**src/rtl/lru_key_value_cache_macros.svh**
```systemverilog
// Assertion macros for the LRU key/value cache.
// Used by the top level; depends on nothing else.
`ifndef LRU_KEY_VALUE_CACHE_MACROS_SVH
`define LRU_KEY_VALUE_CACHE_MACROS_SVH

// Same-cycle implication, disabled while reset is high.
`define LKVC_ASSERT_IMP(label, clk, rst, ante, cons) \
  label: assert property (@(posedge clk) disable iff (rst) (ante) |-> (cons)) \
    else $error("lkvc: same-cycle check failed");

// Next-cycle implication, disabled while reset is high.
`define LKVC_ASSERT_NEXT(label, clk, rst, ante, cons) \
  label: assert property (@(posedge clk) disable iff (rst) (ante) |=> (cons)) \
    else $error("lkvc: next-cycle check failed");

`endif

```
**src/rtl/lkvc_pkg.sv**
```systemverilog
// Shared types and constants for the LRU key/value cache.
// Used by lkvc_lookup, lkvc_lru and lru_key_value_cache; depends on nothing.
package lkvc_pkg;

  localparam int ENTRIES = 16;
  localparam int KEY_W   = 32;
  localparam int VALUE_W = 31;
  localparam int CAP_W   = 5;
  localparam int IDX_W   = (ENTRIES > 1) ? $clog2(ENTRIES) : 1;
  localparam int AGE_W   = IDX_W;
  localparam int OCC_W   = $clog2(ENTRIES + 1);
  localparam int CMP_W   = (OCC_W > CAP_W) ? OCC_W : CAP_W;
  localparam int ADDR_W  = 3;
  localparam int DATA_W  = 32;

  localparam logic [CAP_W-1:0] CAPACITY_RESET = CAP_W'(16);
  localparam logic [ADDR_W-3:0] REG_CAPACITY  = '0;

  typedef enum logic [0:0] {
    KIND_GET = 1'b0,
    KIND_SET = 1'b1
  } kind_t;

  typedef logic [IDX_W-1:0] idx_t;
  typedef logic [AGE_W-1:0] age_t;
  typedef logic [ENTRIES-1:0][KEY_W-1:0]   key_table_t;
  typedef logic [ENTRIES-1:0][VALUE_W-1:0] value_table_t;

  typedef struct packed {
    kind_t              kind;
    logic [KEY_W-1:0]   key;
    logic [VALUE_W-1:0] value;
  } request_t;

  typedef struct packed {
    logic               hit;
    logic [VALUE_W-1:0] read_value;
  } result_t;

  typedef struct packed {
    logic hit;
    idx_t index;
  } lookup_t;

  typedef struct packed {
    logic             set_en;
    logic             hit;
    idx_t             hit_index;
    logic [CAP_W-1:0] capacity;
  } lru_req_t;

endpackage

```
**src/rtl/lkvc_lookup.sv**
```systemverilog
// Parallel key compare across every entry of the cache.
// Depends on lkvc_pkg.
module lkvc_lookup (
  input  logic [lkvc_pkg::KEY_W-1:0]   key,
  input  lkvc_pkg::key_table_t         keys,
  input  logic [lkvc_pkg::ENTRIES-1:0] valid,
  output lkvc_pkg::lookup_t            found
);

  always_comb begin
    found = '0;
    // Keys held are unique, so at most one entry matches.
    for (int i = lkvc_pkg::ENTRIES - 1; i >= 0; i--) begin
      if (valid[i] && keys[i] == key) begin
        found.hit   = 1'b1;
        found.index = lkvc_pkg::IDX_W'(i);
      end
    end
  end

endmodule

```
**src/rtl/lkvc_lru.sv**
```systemverilog
// Recency ranks, valid bits and occupancy; picks the entry a set writes.
// Depends on lkvc_pkg.
module lkvc_lru (
  input  logic                         clk,
  input  logic                         rst,
  input  lkvc_pkg::lru_req_t           req,
  output logic [lkvc_pkg::ENTRIES-1:0] valid,
  output lkvc_pkg::idx_t               target
);

  lkvc_pkg::age_t                 age      [lkvc_pkg::ENTRIES];
  lkvc_pkg::age_t                 age_next [lkvc_pkg::ENTRIES];
  logic [lkvc_pkg::ENTRIES-1:0]   valid_next;
  logic [lkvc_pkg::OCC_W-1:0]     occupancy;
  logic [lkvc_pkg::OCC_W-1:0]     occupancy_next;
  logic [lkvc_pkg::CMP_W-1:0]     eff_cap;
  logic                           full;
  logic                           insert;
  lkvc_pkg::age_t                 oldest;
  lkvc_pkg::age_t                 limit;
  lkvc_pkg::idx_t                 victim;
  lkvc_pkg::idx_t                 free_slot;

  always_comb begin
    eff_cap = lkvc_pkg::CMP_W'(req.capacity);
    if (req.capacity == '0) begin
      eff_cap = lkvc_pkg::CMP_W'(1);
    end else if (lkvc_pkg::CMP_W'(req.capacity) > lkvc_pkg::CMP_W'(lkvc_pkg::ENTRIES)) begin
      eff_cap = lkvc_pkg::CMP_W'(lkvc_pkg::ENTRIES);
    end
    full   = lkvc_pkg::CMP_W'(occupancy) >= eff_cap;
    oldest = lkvc_pkg::AGE_W'(occupancy - lkvc_pkg::OCC_W'(1));

    // Ranks of valid entries are always 0 .. occupancy-1, so the least
    // recent entry is the one whose rank equals occupancy-1.
    victim    = '0;
    free_slot = '0;
    for (int i = 0; i < lkvc_pkg::ENTRIES; i++) begin
      if (valid[i] && age[i] == oldest) begin
        victim = lkvc_pkg::IDX_W'(i);
      end
    end
    for (int i = lkvc_pkg::ENTRIES - 1; i >= 0; i--) begin
      if (!valid[i]) begin
        free_slot = lkvc_pkg::IDX_W'(i);
      end
    end

    insert = !req.hit && !full;
    if (req.hit) begin
      target = req.hit_index;
      limit  = age[req.hit_index];
    end else if (full) begin
      target = victim;
      limit  = oldest;
    end else begin
      target = free_slot;
      limit  = '0;
    end

    valid_next     = valid;
    occupancy_next = occupancy;
    for (int i = 0; i < lkvc_pkg::ENTRIES; i++) begin
      age_next[i] = age[i];
      if (req.set_en) begin
        if (valid[i] && (insert || age[i] < limit)) begin
          age_next[i] = age[i] + lkvc_pkg::AGE_W'(1);
        end
        if (target == lkvc_pkg::IDX_W'(i)) begin
          age_next[i] = '0;
        end
      end
    end
    if (req.set_en && insert) begin
      valid_next[target] = 1'b1;
      occupancy_next     = occupancy + lkvc_pkg::OCC_W'(1);
    end
  end

  always_ff @(posedge clk) begin
    if (rst) begin
      valid     <= '0;
      occupancy <= '0;
      for (int i = 0; i < lkvc_pkg::ENTRIES; i++) begin
        age[i] <= '0;
      end
    end else begin
      valid     <= valid_next;
      occupancy <= occupancy_next;
      for (int i = 0; i < lkvc_pkg::ENTRIES; i++) begin
        age[i] <= age_next[i];
      end
    end
  end

endmodule

```
**src/rtl/lru_key_value_cache.sv**
```systemverilog
// Top level of the LRU key/value cache: configuration port, request and
// result registers, key and value storage. Depends on lkvc_pkg,
// lkvc_lookup, lkvc_lru and lru_key_value_cache_macros.svh.
//
// A request is taken in every clock cycle (busy stays low). It is held in the
// request register, where the parallel key compare and the recency update
// run, and a get produces its result in the cycle after that: done is high
// for exactly one cycle, with hit and read_value (zero on a miss). A set
// produces no transaction on the result side. The receiver cannot stall, so
// results must be taken when done is high. Capacity is written through the
// APB port at address 0 while the block is idle; the user, not the block,
// enforces this. 0 behaves as 1 and values above the table size as the size.
`include "lru_key_value_cache_macros.svh"

module lru_key_value_cache (
  input  logic                          clk,
  input  logic                          rst,
  input  logic                          start,
  output logic                          busy,
  input  lkvc_pkg::request_t            request,
  output logic                          done,
  output lkvc_pkg::result_t             result,
  input  logic                          psel,
  input  logic                          penable,
  input  logic                          pwrite,
  input  logic [lkvc_pkg::ADDR_W-1:0]   paddr,
  input  logic [lkvc_pkg::DATA_W-1:0]   pwdata,
  output logic [lkvc_pkg::DATA_W-1:0]   prdata,
  output logic                          pready
);

  logic [lkvc_pkg::CAP_W-1:0]   capacity;
  logic [lkvc_pkg::ADDR_W-3:0]  reg_index;
  logic                         req_vld;
  lkvc_pkg::request_t           req;
  lkvc_pkg::key_table_t         keys;
  lkvc_pkg::value_table_t       values;
  logic [lkvc_pkg::ENTRIES-1:0] valid;
  lkvc_pkg::lookup_t            found;
  lkvc_pkg::lru_req_t           lru_req;
  lkvc_pkg::idx_t               target;
  logic                         set_en;

  assign busy   = 1'b0;
  assign pready = 1'b1;

  // Configuration register.
  assign reg_index = paddr[lkvc_pkg::ADDR_W-1:2];
  assign prdata    = (reg_index == lkvc_pkg::REG_CAPACITY) ?
                     lkvc_pkg::DATA_W'(capacity) : '0;

  always_ff @(posedge clk) begin
    if (rst) begin
      capacity <= lkvc_pkg::CAPACITY_RESET;
    end else if (psel && penable && pwrite && pready &&
                 reg_index == lkvc_pkg::REG_CAPACITY) begin
      capacity <= pwdata[lkvc_pkg::CAP_W-1:0];
    end
  end

  // Request register.
  always_ff @(posedge clk) begin
    if (rst) begin
      req_vld <= 1'b0;
    end else begin
      req_vld <= start && !busy;
    end
  end

  always_ff @(posedge clk) begin
    if (start && !busy) begin
      req <= request;
    end
  end

  lkvc_lookup u_lookup (
    .key   (req.key),
    .keys  (keys),
    .valid (valid),
    .found (found)
  );

  assign set_en = req_vld && (req.kind == lkvc_pkg::KIND_SET);

  always_comb begin
    lru_req.set_en    = set_en;
    lru_req.hit       = found.hit;
    lru_req.hit_index = found.index;
    lru_req.capacity  = capacity;
  end

  lkvc_lru u_lru (
    .clk    (clk),
    .rst    (rst),
    .req    (lru_req),
    .valid  (valid),
    .target (target)
  );

  // Key and value storage; contents only matter once the entry is valid.
  always_ff @(posedge clk) begin
    if (set_en) begin
      keys[target]   <= req.key;
      values[target] <= req.value;
    end
  end

  // Result register.
  always_ff @(posedge clk) begin
    if (rst) begin
      done <= 1'b0;
    end else begin
      done <= req_vld && (req.kind == lkvc_pkg::KIND_GET);
    end
  end

  always_ff @(posedge clk) begin
    result.hit        <= found.hit;
    result.read_value <= found.hit ? values[found.index] : '0;
  end

  `LKVC_ASSERT_NEXT(a_get_gives_result, clk, rst, req_vld && req.kind == lkvc_pkg::KIND_GET, done)
  `LKVC_ASSERT_NEXT(a_no_spurious_result, clk, rst, !(req_vld && req.kind == lkvc_pkg::KIND_GET), !done)
  `LKVC_ASSERT_IMP(a_miss_reads_zero, clk, rst, done && !result.hit, result.read_value == '0)
  `LKVC_ASSERT_IMP(a_hit_entry_valid, clk, rst, found.hit, valid[found.index])

endmodule

```
**config.mk**
```make
export PLATFORM = sky130hd
export DESIGN_NAME = lru_key_value_cache
export DESIGN_NICKNAME = d
export VERILOG_FILES = /design/src/rtl/lkvc_pkg.sv /design/src/rtl/lkvc_lookup.sv /design/src/rtl/lkvc_lru.sv /design/src/rtl/lru_key_value_cache.sv
export VERILOG_INCLUDE_DIRS = /design/src /design/src/rtl
export SDC_FILE = /design/constraint.sdc
export NUM_CORES = 2
export LEC_CHECK = 0
export BUFFER_PORTS_ARGS = -buffer_cell sky130_fd_sc_hd__buf_2
export CORE_ASPECT_RATIO = 0.7
export CORE_MARGIN = 2
export CORE_UTILIZATION = 34
export CTS_CLUSTER_SIZE = 16
export DETAILED_ROUTE_END_ITERATION = 8
export GPL_TIMING_DRIVEN = 0
export HOLD_SLACK_MARGIN = 0.06
export PLACE_DENSITY = 0.46
export SYNTH_ARGS = -nofsm -noshare
export SYNTH_HDL_FRONTEND = slang
export SYNTH_HIERARCHICAL = 1
export SYNTH_SLANG_ARGS = --single-unit
export TNS_END_PERCENT = 30
```
**constraint.sdc**
```tcl
create_clock -name clk -period 22.1 [get_ports clk]
set_input_delay 4.42 -clock clk [delete_from_list [all_inputs] [get_ports clk]]
set_output_delay 4.42 -clock clk [all_outputs]
set_load 0.005 [all_outputs]
```
Word-level counts from Yosys, hierarchy flattened. Memory sizes are Yosys's and may differ from the RTL's. Cells that the tools add are included.

Bits in registers: 1132. Memory bits (writable): 64. Bits of input ports: 105. Output and inout bits: 67. Logic and storage cells: 353. Memories kept: 1.

Memories: u_lru.age (words 16, width 4, rd ports 17, clocked after memory_dff 0, wr ports 16, RTL line lkvc_lru.sv:11) `lkvc_pkg::age_t age [lkvc_pkg::ENTRIES];`.

Add/sub/neg operators: 18. Order comparisons: 21. Eq/ne operators: 46. Muxes and demuxes: 131. Bitwise logic cells: 19. Reduce and logical (&&, ||, !) cells: 75.

Operator list (count): 512-bit bitwise mux (1); 32-bit == test (16); 496-bit bitwise mux (1); 4-bit two-way mux (92); 32-bit demux with 4-bit select (1); 31-bit binary-select mux with 4-bit select (1); 31-bit demux with 4-bit select (1); 5-bit two-way mux (19); 4-bit by 1-bit adder with 4-bit output, second input constant (16); 4-bit < comparator (16); 31-bit two-way mux (2); 4-bit == test (15); 1-bit logical AND (55); 4-bit == test, second input constant (8); 32-bit two-way mux (1); 4-bit by 3-bit == test with 1-bit output, second input constant (4); 1-bit logical OR (16); 1-bit bitwise OR (16); 16-bit bitwise OR (1); 3-bit two-way mux (4); 4-bit by 5-bit < comparator with 1-bit output, second input constant (2); 4-bit by 2-bit == test with 1-bit output, second input constant (2); 5-bit by 1-bit adder with 5-bit output, second input constant (1); 5-bit greater-or-equal comparator (1); 11 further kinds (18).

Longest topological paths before layout. An unclocked memory read counts as a cell.

Depth after elaboration: 27. Mapped depth: 23. Mapped depth without buffers: 19.

Modules after synthesis. Netlist, hierarchy kept.

By module, submodules not included: lru_key_value_cache (times used 1, cells each 1696, area each 37677.4 sq um, sequential area each 32971.6 sq um); lkvc_lru (times used 1, cells each 762, area each 7163.1 sq um, sequential area each 1701.6 sq um); lkvc_lookup (times used 1, cells each 792, area each 6204.7 sq um, sequential area each 0.0 sq um).

Least setup slack after synthesis. OpenSTA, ideal clock, no wires.

Path kind: input to output. Start point: input paddr[2] in the netlist's numbering. End point: output prdata[0] in the netlist's numbering. Data arrival time: 4.535 ns. Data required time: 17.680 ns. Setup slack: 13.145 ns. Stages on the path: 1. Buffers on the path: 0. Path through: nor2b_1.

Longest elaborated chain between the ends: 1.

Ends and longest elaborated chain: start, declared (RTL line lru_key_value_cache.sv:26) `input logic [lkvc_pkg::ADDR_W-1:0] paddr,`; 5-bit two-way mux (RTL line lru_key_value_cache.sv:49) `assign prdata = (reg_index == lkvc_pkg::REG_CAPACITY) ?`; end, declared (RTL line lru_key_value_cache.sv:28) `output logic [lkvc_pkg::DATA_W-1:0] prdata,`.

No other way between the ends.

==> impl_metrics.csv <==
group,metric,value,unit
timing,holdWs,0.449,ns
pwr,p_total,4830,uW
pwr,vdd_drop_max,0.0592,mV
timing,tns,0,ns
logic_synthesis,ys_warn_count,6,
floorplanning,design.core.area,149000,sq um
pwr,pwr_density_cell,81.4,nW/um^2
logic_synthesis,yosysTopAreaCell,"edfxtp_1",
timing,worst_slew_pin_slew,1.43,ns
detailed_routing,initialDrtViolationCount,2932,
detailed_routing,drt-wirelength-per-cell,28.7,um
clocking,cts-htree-levels,3,
clocking,clock-root-buffer,"clkbuf_16",
cells_and_area,final_util,40.0,%
clocking,cts_buffers,118,
place,port-buffer-count,113,
timing,maxSlewHeadroom,4.39,%
critical_path,r2r_slack,11.75,ns
detailed_routing,drc,0,
hold_path,hold_path.class,"flop to flop",
run_status,status,"finished, final reports clean",
logic_synthesis,ys_async_sr_fraction,0,%
clocking,clock_path_buffers,3,
timing,timing.final.max_slew_violations,0,
logic_synthesis,synth_top_area_share,63.1,%
logic_synthesis,syn_avg_cell_area,15.7,sq um
timing,setup-violations-final,0,
place,dp_cells,5442,
clocking,path_clk_slew,0.06,ns
place,gp_congestion,0.860,
clocking,cts_tree,"done",
floorplanning,rows,118,
critical_path,path_max_fanout,17,
logic_synthesis,synth_cells,3250,
clocking,holdBufCountCts,0,
clocking,clkLatencyLatePin,0.77,ns
critical_path,critical_path.endpoint_type,"flop",
timing,fmax,0.0967,GHz
cells_and_area,nets,3758,
global_route,grt_usage,21.1,%
logic_synthesis,synth_ff_type,"edfxtp_1",
logic_synthesis,ys_ff_latch,1196,
global_route,grt_pass1_wl,225000,um
clocking,cts_setup_buffers,0,
timing,finClkSkew,0.0387,ns
timing,hold_viol,0,
floorplanning,die_w,467,um
detailed_routing,drt-total-wl,162000,um
logic_synthesis,ys_types,79,
cells_and_area,drive_gt1_share,15.9,%
critical_path,critPathKind,"flop to flop",
floorplanning,die_y,328,um
global_route,grt_pass1_vias,28100,
floorplanning,dieArea,153000,sq um
pwr,leakagePower,0.0190,uW
detailed_routing,vias,29500,
global_route,antenna_found_initial,13,
cells_and_area,syn_to_final_growth,16.3,%
timing,fin_crit,10.35,ns
floorplanning,start_util,34.4,%
critical_path,arrival,10.95,ns
logic_synthesis,syn_area,51000,sq um
job,drv_cap,0,
floorplanning,ios,172,
clocking,cts.sinks,1196,
timing,fin_crit_sh,46.8,%
cells_and_area,fin_cells,5659,
timing,rsz0062_at_grt,"no",
critical_path,start_kind,"flop",
detailed_routing,avgViaCountPerCell,5.20,
place,place_hpwl,109000,um
logic_synthesis,synth_edf_count,1072,
clocking,cts_resized,0,
detailed_routing,first_pass_iters,7,
logic_synthesis,synth_area_leaders,"edfxtp_1, xnor2_1, dfxtp_1",
global_route,grt_max_degree,36,
global_route,overflow,0,
logic_synthesis,yosysSeqAreaShare,67.9,%
critical_path,critical_path_required,22.71,ns
detailed_routing,drtAntennaViolNets,0,
==> where the power goes <==
group          switching [uW]  internal [uW]
Clock                     900           1140
Sequential               68.6           2500
Combinational             144           82.0
Total                    1110           3720
==> cells in the final DEF, fill, tap and decap left out, types with 22 or more instances in the layout <==
master / netlist / layout
nand3_1: 35 / 35
clkbuf_16: 0 / 120
mux4_2: 31 / 31
edfxtp_1: 1072 / 1072
a22oi_1: 103 / 103
xor2_1: 186 / 186
buf_4: 51 / 52
o22ai_1: 40 / 40
clkinv_2: 0 / 24
inv_1: 34 / 34
mux2i_1: 247 / 247
nor2_1: 75 / 63
buf_12: 1 / 33
nor4_1: 59 / 56
conb_1: 2 / 29
nor3_1: 85 / 81
buf_2: 55 / 167
o211ai_1: 22 / 22
xnor2_1: 415 / 415
nand2_1: 106 / 106
nand4_1: 121 / 121
buf_6: 27 / 58
clkbuf_1: 48 / 71
ha_1: 71 / 71
dfxtp_1: 124 / 124
o21ai_0: 27 / 27
o21ai_1: 26 / 26
==> layout make-up <==
class                   instances  area [sq um]
fillers                     13800         89200
diodes                          3          7.51
inverters                      35           131
well taps                    1980          2480
clock buffers                 149          3170
clock inverters                65           662
multi-input cells            1856         15300
repair buffers                185          1770
plain buffers                 190          1220
flip-flops and latches       1196         34700
==> synthesized netlist by cell type, drive strengths merged (3+ instances only) <==
library cell  number
a2111oi            3
a211oi             3
a21o               5
a21oi             18
a221oi            12
a22oi            104
a311oi             4
a31oi              5
and3              11
and4               5
buf              136
clkbuf            54
dfxtp            124
edfxtp          1072
ha                71
inv               35
mux2i            247
mux4              31
nand2            106
nand2b             8
nand3             36
nand4            121
nor2              75
nor2b             10
nor3             100
nor4              61
o2111ai            4
o211ai            22
o21a               3
o21ai             54
o21bai             3
o22ai             40
or4               13
xnor2            416
xnor3             18
xor2             186
xor3               5
==> state kept, by name (all words and copies together) (netlist names) <==
| name | cells |
|---|---|
| keys | 512 |
| values | 496 |
| req | 64 |
| u_lru/age | 64 |
| result | 32 |
| u_lru/valid | 16 |
| capacity | 5 |
| u_lru/occupancy | 5 |
| done | 1 |
| req_vld | 1 |
==> critical path: stages, from the launching register on <==
cell       delay, ns
edfxtp_1        1.26
buf_2           0.55
xor2_1          0.12
nor4_1          0.80
nand4_1         0.37
a2111oi_2       0.73
nand4_1         0.52
a31oi_1         0.35
o211ai_1        0.13
a31oi_1         0.68
clkbuf_1        0.68
clkbuf_1        0.69
mux4_2          0.45
mux4_2          0.49
a21oi_2         0.73
ha_1            0.39
o21a_1          0.11
o21ai_0         0.24
nor2_1          0.07
a211o_1         0.44
nor2_1          0.17
xnor2_1         0.13
nor3_1          0.06
==> worst paths after layout <==
check             depth (start not counted)          endpoint  startpoint
setup / recovery                         22  u_lru/age[12][3]     req[45]
hold / removal                            1              done     req[63]
setup reg to reg                         22  u_lru/age[12][3]     req[45]
hold reg to reg                           1              done     req[63]
==> metrics by stage <==
| step | setup slack, ns | instance area [sq um] |
|---|---|---|
| final | 11.75 | 59400 |
| after global placement | 3.62 | 54200 |
| after floorplan | 13.15 | 51100 |
| after CTS | 12.12 | 59400 |
| after global routing | 11.74 | 59400 |
| after detailed placement | 12.16 | 55500 |
==> routing by layer <==
layer	GRT usage, %	routed length, um	up-vias
met1	34.1	82700	15200
met3	4.42	12100	198
li1	-	-	13000
met2	28.6	64600	1052
met5	0	26	-
met4	4.19	2980	2
==> cell families (layout without fill, tap and decap cells) <==
logic type / count (synthesis) / in the layout / synth area share [%]
DFF: 1196 / 1196 / 67.9
xor gates and xnor gates: 625 / 625 / 11.4
AOI/OAI and AO/OA: 299 / 299 / 4.18
buffers and inverters: 225 / 624 / 2.65
and+or+nand+nor: 554 / 554 / 5.88
other: 2 / 32 / 0.0147
muxes: 278 / 278 / 6.21
adders and majority gates: 71 / 71 / 1.74
Note: power is estimated with default switching activity, not from simulation.
